### config.mk
export PLATFORM = sky130hd
export DESIGN_NAME = epp_mul
export DESIGN_NICKNAME = d
export VERILOG_FILES = /design/src/hdl/epp_pkg.sv /design/src/hdl/epp_mul.sv
export SDC_FILE = /design/constraint.sdc
export NUM_CORES = 1
export LEC_CHECK = 0
export BUFFER_PORTS_ARGS = -buffer_cell sky130_fd_sc_hd__clkbuf_2
export CORE_ASPECT_RATIO = 2
export CORE_MARGIN = 3
export CORE_UTILIZATION = 45
export DETAILED_ROUTE_END_ITERATION = 10
export GPL_TIMING_DRIVEN = 1
export SLEW_MARGIN = 40
export SYNTH_ARGS = -nofsm -noshare
export SYNTH_HDL_FRONTEND = slang
export SYNTH_SLANG_ARGS = --single-unit
export TNS_END_PERCENT = 5
### constraint.sdc
create_clock -name i_clk -period 26.4 [get_ports i_clk]
set_clock_uncertainty 0.2 [all_clocks]
set_input_delay 1.32 -clock i_clk [delete_from_list [all_inputs] [get_ports i_clk]]
set_output_delay 1.32 -clock i_clk [all_outputs]
set_load 0.01 [all_outputs]
### src/hdl/epp_pkg.sv
// Shared types, constants and state codes for the encounter-plane projection block.
package epp_pkg;

    localparam int SLOT_BITS  = 5;
    localparam int SLOT_COUNT = 31;
    localparam int RAD_SLOT   = 30;
    localparam int PAIR_COUNT = 15;
    localparam int UNIT_BITS  = 28;
    localparam int NORM_BITS  = 40;

    typedef logic signed [63:0]  t_s64;
    typedef logic signed [31:0]  t_s32;
    typedef logic signed [127:0] t_s128;
    typedef logic [127:0]        t_u128;

    typedef struct packed {
        logic start;
        t_s64 a;
        t_s64 b;
    } t_mul_req;

    typedef struct packed {
        logic  done;
        t_s128 p;
    } t_mul_rsp;

    typedef struct packed {
        logic        start;
        logic        is_div;
        t_u128       src;
        logic [63:0] den;
    } t_sd_req;

    typedef struct packed {
        logic        done;
        logic [63:0] res;
    } t_sd_rsp;

    typedef enum logic [1:0] {
        PASS_Z,
        PASS_X,
        PASS_DEG
    } t_pass;

    typedef enum logic [4:0] {
        S_IDLE,
        S_RDA,
        S_RDB,
        S_DIF,
        S_RAD,
        S_RADW,
        S_UMAG,
        S_UCHK,
        S_UNORM,
        S_USQ,
        S_USQW,
        S_USQRT,
        S_USQRTW,
        S_UDIV,
        S_UDIVW,
        S_URET,
        S_KSEL,
        S_XMUL,
        S_XACC,
        S_YMUL1,
        S_YMUL2,
        S_YACC,
        S_PSM,
        S_PMUL,
        S_PMULW,
        S_RND1,
        S_RND2,
        S_RND3,
        S_DEG,
        S_DONE
    } t_state;

endpackage

### src/hdl/epp_mul.sv
// Bit-serial signed 64x64 multiplier, 128-bit product, one partial product per cycle.
module epp_mul (
    input  logic              i_clk,
    input  logic              i_rst_n,
    input  epp_pkg::t_mul_req i_req,
    output epp_pkg::t_mul_rsp o_rsp
);
    import epp_pkg::*;

    logic [127:0] r_acc;
    logic [127:0] r_ash;
    logic [63:0]  r_b;
    logic         r_neg;
    logic [5:0]   r_cnt;
    logic         r_busy;
    logic         r_fin;
    logic         r_done;
    t_s128        r_p;
    logic [63:0]  ma;
    logic [63:0]  mb;

    assign ma = i_req.a[63] ? 64'(-i_req.a) : 64'(i_req.a);
    assign mb = i_req.b[63] ? 64'(-i_req.b) : 64'(i_req.b);

    always_ff @(posedge i_clk) begin
        if (!i_rst_n) begin
            r_busy <= 1'b0;
            r_fin  <= 1'b0;
            r_done <= 1'b0;
        end else begin
            r_done <= 1'b0;
            if (i_req.start) begin
                r_ash  <= {64'd0, ma};
                r_b    <= mb;
                r_neg  <= i_req.a[63] ^ i_req.b[63];
                r_acc  <= '0;
                r_cnt  <= '0;
                r_busy <= 1'b1;
            end else if (r_busy) begin
                if (r_b[0]) begin
                    r_acc <= r_acc + r_ash;
                end
                r_ash <= r_ash << 1;
                r_b   <= r_b >> 1;
                r_cnt <= r_cnt + 6'd1;
                if (r_cnt == 6'd63) begin
                    r_busy <= 1'b0;
                    r_fin  <= 1'b1;
                end
            end else if (r_fin) begin
                r_p    <= r_neg ? -t_s128'(r_acc) : t_s128'(r_acc);
                r_fin  <= 1'b0;
                r_done <= 1'b1;
            end
        end
    end

    assign o_rsp.done = r_done;
    assign o_rsp.p    = r_p;
endmodule

==> flow_summary.yaml <==
floorplanning:
  die_width_um: 191.5
  ios: 260
  die-area_um2: 72230
  core_region_area_um2: 67900
  initial_core_util: 0.4563
  chipHeight_um: 377.1
  rows: 135
power_and_ir_drop:
  power.leakage_nw: 12.35
  power_density_nw_per_um2: 60.87
  vdd_drop_max_mv: 0.05385
layout:
  final_nets: 3706
  drive_gt1_frac: 0.1323
  area_delta_synth_final_pct: 12.03
  ff_latch_area_um2: 13720
  finalNonFillerCells: 4369
  final_core_util: 0.5112
  multi_input_area_um2: 16610
  nFillCells: 6502
synthesis:
  yosysSeqAreaShare: 0.4429
  yosysTopAreaCellShare: 0.4410
  syn_nets: 3513
  synth.distinct_cells: 74
  synth.area.top_cells: "edfxtp_1 (44%), xnor2_1 (6.1%), ha_1 (5.3%)"
  synth_area_per_cell_um2: 9.534
  yosys_most_used_dff: "edfxtp_1"
  synth_area_um2: 30980
  synth_most_common_cell: "edfxtp_1"
  synth_top_cells_by_count: "edfxtp_1 (455), nor2_1 (351), a21oi_1 (313)"
  yosys_warnings: 0
  synth_edf_count: 455
  ys_seq_elements: 458
  synthCells: 3250
  synth_top_area_cell: "edfxtp_1"
  synthArstFlopShare: 0
place:
  dp_slack_ns: 21.06
  port-buffer-count: 259
  dpl.hpwl_um: 89490
  placedCellCount: 4285
  place_congestion: 0.9835
sta:
  timing.final.crit_share: 0.2059
  maxClockFrequency_ghz: 0.1839
  hold_viol_final: 0
  finalCriticalPeriod_ns: 5.437
  rsz0062_at_grt: "no"
  setup_tns_ns: 0
  fin_ws_ns: 20.96
  setup_viol: 0
  tightest_slew_ns: 0.9208
  timing.hold.ws_ns: 0.2982
  relSlewSlack: 0.3797
  maxSlewViolCount: 0
cts:
  cts_setup_buffers: 0
  clockBufferDepth: 3
  cts_resized: 0
  cts_inserted_buffers: 45
  cts.clk_slew.worst_paths_ns: 0.07
  hold_buffers: 0
  clk_latency_ns: 0.62
  cts_tree: "yes"
  cts-root-buf: "clkbuf_16"
  h-tree-depth: 2
  clkSinkCount: 458
worst_setup_path:
  worstSetupStartpointType: "flop"
  cpPeakStageDelay_ns: 0.74
  worstPathMaxFanout: 6
  critPathCaptureType: "flop"
  cpMostUsedCell: "a211o_1"
  crit_type: "flop to flop"
  cpMaxStageDelayCell: "a221oi_1"
  worstPathCellList: "ha_1, fa_1, a21o_1, a221oi_1, a211oi_1, o2111a_1, a211o_1, a211o_1, a21oi_1, o21ai_0, a21boi_0, mux2_2"
  cp_data_arrival_time_ns: 5.61
  worst_ep_required_time_ns: 26.57
global_route:
  overflow: 0
  first_global_vias: 27037
  grt_start_max_net_pins: 191
  grt_usage: 0.3061
  antenna_found_initial: 4
  grt_pass1_wl_um: 165100
routing:
  drc: 0
  viasPerCell: 6.064
  ant_nets: 0
  first_pass_iters: 5
  totalWireLength_um: 112600
  detail_route.iter0.violations: 1625
  num_vias: 26494
  post_drt_wl_per_cell_um: 25.78
run_status:
  status: "complete, no violations"
hold_path:
  hp-class: "flop to flop"
job:
  drv_cap: 0
[per-layer routing]
layer  track usage  wire [um]  vias up
li1              -          -    12445
met2        0.5763      60080      926
met5             0         13        -
met4        0.2309      10380        2
met3       0.03784       4623      342
met1        0.2981      37530    12779
[cell families (layout without fill, tap and decap cells)]
| kind of cell | after synthesis | count (layout) | share of synthesized area |
|---|---|---|---|
| other | 0 | 2 | 0 |
| XOR/XNOR | 350 | 350 | 0.09893 |
| multiplexers | 64 | 64 | 0.02306 |
| AO/OA/AOI/OAI | 880 | 880 | 0.1742 |
| AND/OR/NAND/NOR | 1174 | 1174 | 0.1839 |
| adder cells (fa/ha/maj) | 132 | 132 | 0.05355 |
| buffers and inverters | 192 | 419 | 0.02346 |
| flip-flops | 458 | 458 | 0.4429 |
[cell usage in the layout (no fill, tap or decap), types with 67 or more instances in the layout]
master,netlist,final
a21oi_1,313,313
clkbuf_2,0,258
edfxtp_1,455,455
ha_1,131,131
nand2_1,301,301
nand4_1,67,67
nor2_1,351,350
nor2b_1,87,87
nor3_1,73,70
o21ai_0,214,211
o31ai_1,68,68
xnor2_1,215,215
xor2_1,135,135
[worst paths after layout]
kind	slack, ns	to	from	depth (start not counted)
hold / removal	0.30	r_fin	r_fin	2
hold reg to reg	0.30	r_fin	r_fin	2
setup / recovery	20.96	r_acc[122]	r_acc[0]	12
setup reg to reg	20.96	r_acc[122]	r_acc[0]	12
[per-stage QoR]
stage	total power [mW]	cell area, um^2
2_1_floorplan	1.257	30980
3_3_place_gp	1.431	33100
3_5_place_dp	1.435	33160
4_1_cts	2.122	34650
5_1_grt	2.200	34710
6_report	2.113	34710
[report_power, final]
part | internal [mW] | total, mW | leakage (nW) | switching, mW
Combinational | 0.187 | 0.522 | 7.33 | 0.335
Sequential | 0.864 | 0.907 | 4.31 | 0.0430
Clock | 0.383 | 0.684 | 0.719 | 0.301
[area by class of cell]
cell class	count	share of cell area
antenna	2	0.0001442
clock buffer	51	0.03309
clock inverter	30	0.01002
inverter	52	0.005983
multi-input combinational	2600	0.4786
sequential	458	0.3953
tap	890	0.03208
timing repair buffer	286	0.04477
[worst max-delay path, delay by kind of cell (launching register included)]
family          cells  cell delay (ns)
fa+ha+maj           2             0.71
compound gates      9             3.45
flops               1             0.48
mux                 1             0.36
[state kept, by name (all words and copies together), names as in the netlist]
name,cells
r_acc,128
r_ash,128
r_b,64
r_busy,1
r_cnt,6
r_done,1
r_fin,1
r_neg,1
r_p,128
Power figures use the tool's default switching activity.
