<file path="src/hdl/epp_pkg.sv">
// Shared types, constants and state codes for the encounter-plane projection block.
package epp_pkg;

    localparam int SLOT_BITS  = 5;
    localparam int SLOT_COUNT = 31;
    localparam int RAD_SLOT   = 30;
    localparam int PAIR_COUNT = 15;
    localparam int UNIT_BITS  = 28;
    localparam int NORM_BITS  = 40;

    typedef logic signed [63:0]  t_s64;
    typedef logic signed [31:0]  t_s32;
    typedef logic signed [127:0] t_s128;
    typedef logic [127:0]        t_u128;

    typedef struct packed {
        logic start;
        t_s64 a;
        t_s64 b;
    } t_mul_req;

    typedef struct packed {
        logic  done;
        t_s128 p;
    } t_mul_rsp;

    typedef struct packed {
        logic        start;
        logic        is_div;
        t_u128       src;
        logic [63:0] den;
    } t_sd_req;

    typedef struct packed {
        logic        done;
        logic [63:0] res;
    } t_sd_rsp;

    typedef enum logic [1:0] {
        PASS_Z,
        PASS_X,
        PASS_DEG
    } t_pass;

    typedef enum logic [4:0] {
        S_IDLE,
        S_RDA,
        S_RDB,
        S_DIF,
        S_RAD,
        S_RADW,
        S_UMAG,
        S_UCHK,
        S_UNORM,
        S_USQ,
        S_USQW,
        S_USQRT,
        S_USQRTW,
        S_UDIV,
        S_UDIVW,
        S_URET,
        S_KSEL,
        S_XMUL,
        S_XACC,
        S_YMUL1,
        S_YMUL2,
        S_YACC,
        S_PSM,
        S_PMUL,
        S_PMULW,
        S_RND1,
        S_RND2,
        S_RND3,
        S_DEG,
        S_DONE
    } t_state;

endpackage

</file>
<file path="src/hdl/epp_sqdiv.sv">
// Shared square-root / divide unit: restoring, one root bit or quotient bit per cycle.
module epp_sqdiv (
    input  logic             i_clk,
    input  logic             i_rst_n,
    input  epp_pkg::t_sd_req i_req,
    output epp_pkg::t_sd_rsp o_rsp
);
    import epp_pkg::*;

    logic [127:0] r_src;
    logic [67:0]  r_rem;
    logic [63:0]  r_res;
    logic [63:0]  r_den;
    logic [6:0]   r_cnt;
    logic         r_busy;
    logic         r_div;
    logic         r_done;
    logic [67:0]  rem_sh;
    logic [67:0]  trial;
    logic         take;
    logic [6:0]   last_cnt;

    always_comb begin
        if (r_div) begin
            rem_sh   = {r_rem[66:0], r_src[127]};
            trial    = {4'd0, r_den};
            last_cnt = 7'd127;
        end else begin
            rem_sh   = {r_rem[65:0], r_src[127:126]};
            trial    = {2'd0, r_res, 2'b01};
            last_cnt = 7'd63;
        end
        take = rem_sh >= trial;
    end

    always_ff @(posedge i_clk) begin
        if (!i_rst_n) begin
            r_busy <= 1'b0;
            r_done <= 1'b0;
        end else begin
            r_done <= 1'b0;
            if (i_req.start) begin
                r_src  <= i_req.src;
                r_den  <= i_req.den;
                r_div  <= i_req.is_div;
                r_rem  <= '0;
                r_res  <= '0;
                r_cnt  <= '0;
                r_busy <= 1'b1;
            end else if (r_busy) begin
                r_rem <= take ? rem_sh - trial : rem_sh;
                r_res <= {r_res[62:0], take};
                r_src <= r_div ? (r_src << 1) : (r_src << 2);
                r_cnt <= r_cnt + 7'd1;
                if (r_cnt == last_cnt) begin
                    r_busy <= 1'b0;
                    r_done <= 1'b1;
                end
            end
        end
    end

    assign o_rsp.done = r_done;
    assign o_rsp.res  = r_res;
endmodule

</file>
<file path="config.mk">
export PLATFORM = sky130hd
export DESIGN_NAME = epp_sqdiv
export DESIGN_NICKNAME = d
export VERILOG_FILES = /design/src/hdl/epp_pkg.sv /design/src/hdl/epp_sqdiv.sv
export SDC_FILE = /design/constraint.sdc
export NUM_CORES = 1
export LEC_CHECK = 0
export BUFFER_PORTS_ARGS = -buffer_cell sky130_fd_sc_hd__buf_2
export CAP_MARGIN = 20
export CORE_ASPECT_RATIO = 1.5
export CORE_MARGIN = 1.5
export CORE_UTILIZATION = 60
export CTS_CLUSTER_DIAMETER = 50
export DETAILED_ROUTE_END_ITERATION = 10
export PLACE_DENSITY = 0.83
export SETUP_SLACK_MARGIN = 0.05
export SYNTH_ARGS = -nofsm -noshare
export SYNTH_HDL_FRONTEND = slang
export SYNTH_SLANG_ARGS = --single-unit
</file>
<file path="constraint.sdc">
create_clock -name i_clk -period 13.2 [get_ports i_clk]
set_clock_uncertainty 0.1 [all_clocks]
set_input_delay 0 -clock i_clk [delete_from_list [all_inputs] [get_ports i_clk]]
set_output_delay 0 -clock i_clk [all_outputs]
set_load 0.02 [all_outputs]
</file>
==> out/summary.log <==
INFO  timing         max_freq=162MHz
INFO  setup_path     slowest_delay=880ps
INFO  synth          synth_enable_flop_cells=331
INFO  synth          synthTopCellsByCount=sky130_fd_sc_hd__edfxtp_1 (331), sky130_fd_sc_hd__nand2_1 (269), sky130_fd_sc_hd__mux2i_1 (190), sky130_fd_sc_hd__o21ai_0 (172), sky130_fd_sc_hd__a21oi_1 (126)
INFO  synth          postSynth.topFlopCell=sky130_fd_sc_hd__edfxtp_1
INFO  synth          synth-async-reset-ratio=0%
INFO  clock_network  post_cts_buffers=0
INFO  synth          synth_cells=1827
INFO  clock_network  htree_levels=2
INFO  grt            grt_antenna_before_repair=5
INFO  power          cellPowerDensity=134nW/um^2
INFO  setup_path     critical_path.endpoint=r_rem[62]
INFO  synth          synth.largest_area_cell=sky130_fd_sc_hd__edfxtp_1
INFO  clock_network  cts_root_buf=sky130_fd_sc_hd__clkbuf_16
INFO  placed_design  port-buffer-count=260
INFO  timing         tightestPinTransition=1050ps
INFO  clock_network  cts_buffers=34
INFO  timing         fin_crit_sh=46.9%
INFO  setup_path     cpMaxStageDelayCell=sky130_fd_sc_hd__buf_4
INFO  setup_path     setup_crit_path_kind=reg2reg
INFO  power          power.static_leakage=9.93nW
INFO  synth          ys_seq_area_share=50.7%
INFO  detailed_routing initialDrtViolationCount=1126
INFO  clock_network  tritoncts_num_sinks=333
INFO  die            initial_standard_cell_utilization_of_the_core=60.7%
INFO  setup_path     reg2reg_from=r_div
INFO  synth          arithmetic_cell_share_of_the_synthesized_area_counting_full_adders_half_adders_and_majority_gates=4.36%
INFO  status         outcome=finished, final reports clean
INFO  run            timing.max_cap.violations=0
INFO  layout         ratio_of_cells_with_drive_above_1_in_the_final_layout=18.1%
INFO  placed_design  dpl_worst_slack=6630ps
INFO  hold_path      holdCritPathClass=in2reg
INFO  clock_network  path_clk_slew=60ps
INFO  timing         maxSlewHeadroom=30.2%
INFO  die            die_area=33900um^2
INFO  timing         worst_slack=7010ps
INFO  grt            pin_count_of_the_biggest_net_entering_global_routing=182
INFO  timing         final_period_minus_worst_setup_slack=6190ps
INFO  layout         fill_cells=2078
INFO  grt            grt.overflow.total=0
INFO  grt            grt_first_pass_wirelength=83400um
INFO  die            placementRows=81
INFO  synth          synthXorXnorAreaFrac=2.85%
INFO  die            core_region_area=32400um^2
INFO  setup_path     timing.critical_path.mode_cell=sky130_fd_sc_hd__buf_4
INFO  layout         area_growth_syn_to_layout=24.2%
INFO  synth          synth_compound_gate_area_share=13.3%
INFO  synth          synth.lib_cells_used.distinct=68
INFO  synth          post-synth-top-count-cell=sky130_fd_sc_hd__edfxtp_1
INFO  setup_path     r2r_cells=16
INFO  detailed_routing detail_route.wirelength=54100um
INFO  timing         rsz_0062_raised_after_global_routing=false
INFO  clock_network  cts_tree=yes
INFO  setup_path     setup.worst_path.start=r_div
INFO  grt            grt_usage=31.2%
INFO  setup_path     reg2reg_slack=7010ps
INFO  detailed_routing viasPerCell=6.07
INFO  detailed_routing post_drt_antenna_nets=0
INFO  detailed_routing drt-wirelength-per-cell=20.2um
INFO  synth          yosysWarnings=0
INFO  die            boundaryPins=261
INFO  layout         post-route-util=75.4%
INFO  synth          synth.area.mux_share=13.4%
INFO  synth          mapped_nets=2091
INFO  setup_path     setup.worst_path.start_class=flip-flop
INFO  clock_network  ctsLongestPathBuffers=3
INFO  synth          synth_top_cells_by_area=sky130_fd_sc_hd__edfxtp_1 (51%), sky130_fd_sc_hd__mux2i_1 (9.7%), sky130_fd_sc_hd__nand2_1 (5.1%)
INFO  die            die_w=151um
INFO  die            die_y=225um
INFO  setup_path     critical_path.max_fanout=68
INFO  setup_path     critical_path_required=13370ps
INFO  synth          synth.top_cell.area_share=50.5%
INFO  timing         slew_violations=0
INFO  detailed_routing dr_total_vias=16200
INFO  setup_path     cp_data_arrival_time=6360ps
INFO  timing         timing_hold_violations_final=0
INFO  timing         fin_hold_ws=65.3ps
INFO  setup_path     timing.critical_path.cells=buf_4, buf_16, buf_4, mux2_2, ha_1, a211oi_1, o211ai_1, a21oi_1, nor2_1, o21ai_0, a31oi_1, o21ai_2, and2_1, buf_4, a311oi_1, or4_1
INFO  timing         timing.setup.tns=0ps
INFO  clock_network  insertion_delay=540ps
INFO  synth          syn_avg_cell_area=10.8um^2
INFO  power          vdd_drop_max=0.000104V
INFO  detailed_routing drt-pass1-iter-count=8
INFO  synth          synth_top_family_by_area=multiplexers
INFO  placed_design  routabilityCongestion=0.950
INFO  setup_path     endpoint_kind=flip-flop
INFO  synth          synth_simple_gate_area_share=12.4%
INFO  detailed_routing route.detailed.drc=0
INFO  placed_design  place_hpwl=30900um
INFO  synth          synth_area=19700um^2
INFO  grt            first_global_vias=16600
INFO  synth          synth.ff_latch_count=333
INFO  layout         final_nets=2498
INFO  timing         endpoints_failing_setup=0
INFO  setup_path     r2r-end=r_rem[62]
[worst min path at each step]
stage,from,end,slack (ps),cells after the start
floorplan,i_req[0],r_den[0],-1,0
global placement,i_req[39],r_den[39],80,1
detailed placement,i_req[24],r_den[24],80,1
CTS,i_req[14],r_den[14],50,2
global route,i_req[14],r_den[14],70,2
finish,i_req[14],r_den[14],70,2
[routing by layer]
layer	track usage [%]	up-vias	part of all wire, %
met5	0	-	0.024
met4	16.3	2	4.9
met3	5.13	209	6.4
met2	55.5	734	52
met1	35.6	7716	37
li1	-	7567	-
[state kept, by name (all words and copies together), names as in the netlist]
register	cells
r_done	1
r_div	1
r_busy	1
r_rem	67
r_den	64
r_src	128
r_cnt	7
r_res	64
[layout by cell type, fill, tap and decap left out, types with 22 or more instances in the layout]
cell	instances
sky130_fd_sc_hd__o21ai_0	172
sky130_fd_sc_hd__nor2b_1	68
sky130_fd_sc_hd__edfxtp_1	331
sky130_fd_sc_hd__inv_1	22
sky130_fd_sc_hd__ha_1	67
sky130_fd_sc_hd__a21oi_1	126
sky130_fd_sc_hd__clkbuf_16	34
sky130_fd_sc_hd__mux2_2	65
sky130_fd_sc_hd__xor2_1	25
sky130_fd_sc_hd__nand4_1	27
sky130_fd_sc_hd__mux2i_1	190
sky130_fd_sc_hd__xnor2_1	39
sky130_fd_sc_hd__a21o_1	35
sky130_fd_sc_hd__dlygate4sd3_1	220
sky130_fd_sc_hd__nand2_1	268
sky130_fd_sc_hd__a211oi_1	23
sky130_fd_sc_hd__nor2_1	60
sky130_fd_sc_hd__buf_2	259
[logic make-up (layout without fill, tap and decap cells)]
| logic type | after synthesis | after routing |
|---|---|---|
| other | 0 | 4 |
| AO/OA/AOI/OAI | 443 | 443 |
| adder cells (fa/ha/maj) | 68 | 68 |
| XOR/XNOR | 64 | 64 |
| AND/OR/NAND/NOR | 519 | 519 |
| flip-flops | 333 | 333 |
| buffers and inverters | 145 | 574 |
| multiplexers | 255 | 255 |
[where the power goes]
part	leakage [nW]	switching, mW	internal (mW)
Sequential	3.21	0.0501	1.29
Combinational	6.21	0.584	0.426
Clock	0.508	0.412	0.516
[worst max-delay path, delay by kind of cell, from the launching register on]
| family | cells | cell delay [ps] |
|---|---|---|
| compound gates | 7 | 1410 |
| buf+inv | 4 | 1980 |
| simple gates | 3 | 1210 |
| mux | 1 | 440 |
| flops | 1 | 330 |
| fa+ha+maj | 1 | 410 |
[metrics by stage]
step | total power [mW] | area, um^2 | cells
after floorplan | 2.07 | 19700 | 1827
after global placement | 2.25 | 21100 | 2390
after detailed placement | 2.27 | 21100 | 2390
after CTS | 3.25 | 24300 | 2668
after global routing | 3.43 | 24400 | 2675
final | 3.28 | 24400 | 2675
[final cells by class]
cell class | instances | area [um^2] | share of cell area, %
well taps | 415 | 519 | 2.12
multi-input cells | 1349 | 9110 | 37.3
flip-flops and latches | 333 | 9980 | 40.8
repair buffers | 494 | 3690 | 15.1
clock buffers | 38 | 866 | 3.54
clock inverters | 20 | 176 | 0.722
diodes | 4 | 10.0 | 0.0410
inverters | 22 | 82.6 | 0.338
[what timing repair did]
item                                   CTS  global route
endpoints found under the hold margin  210             0
hold buffers                           220             0
gates resized for setup                  0             0
Note: power is estimated with default switching activity, not from simulation.
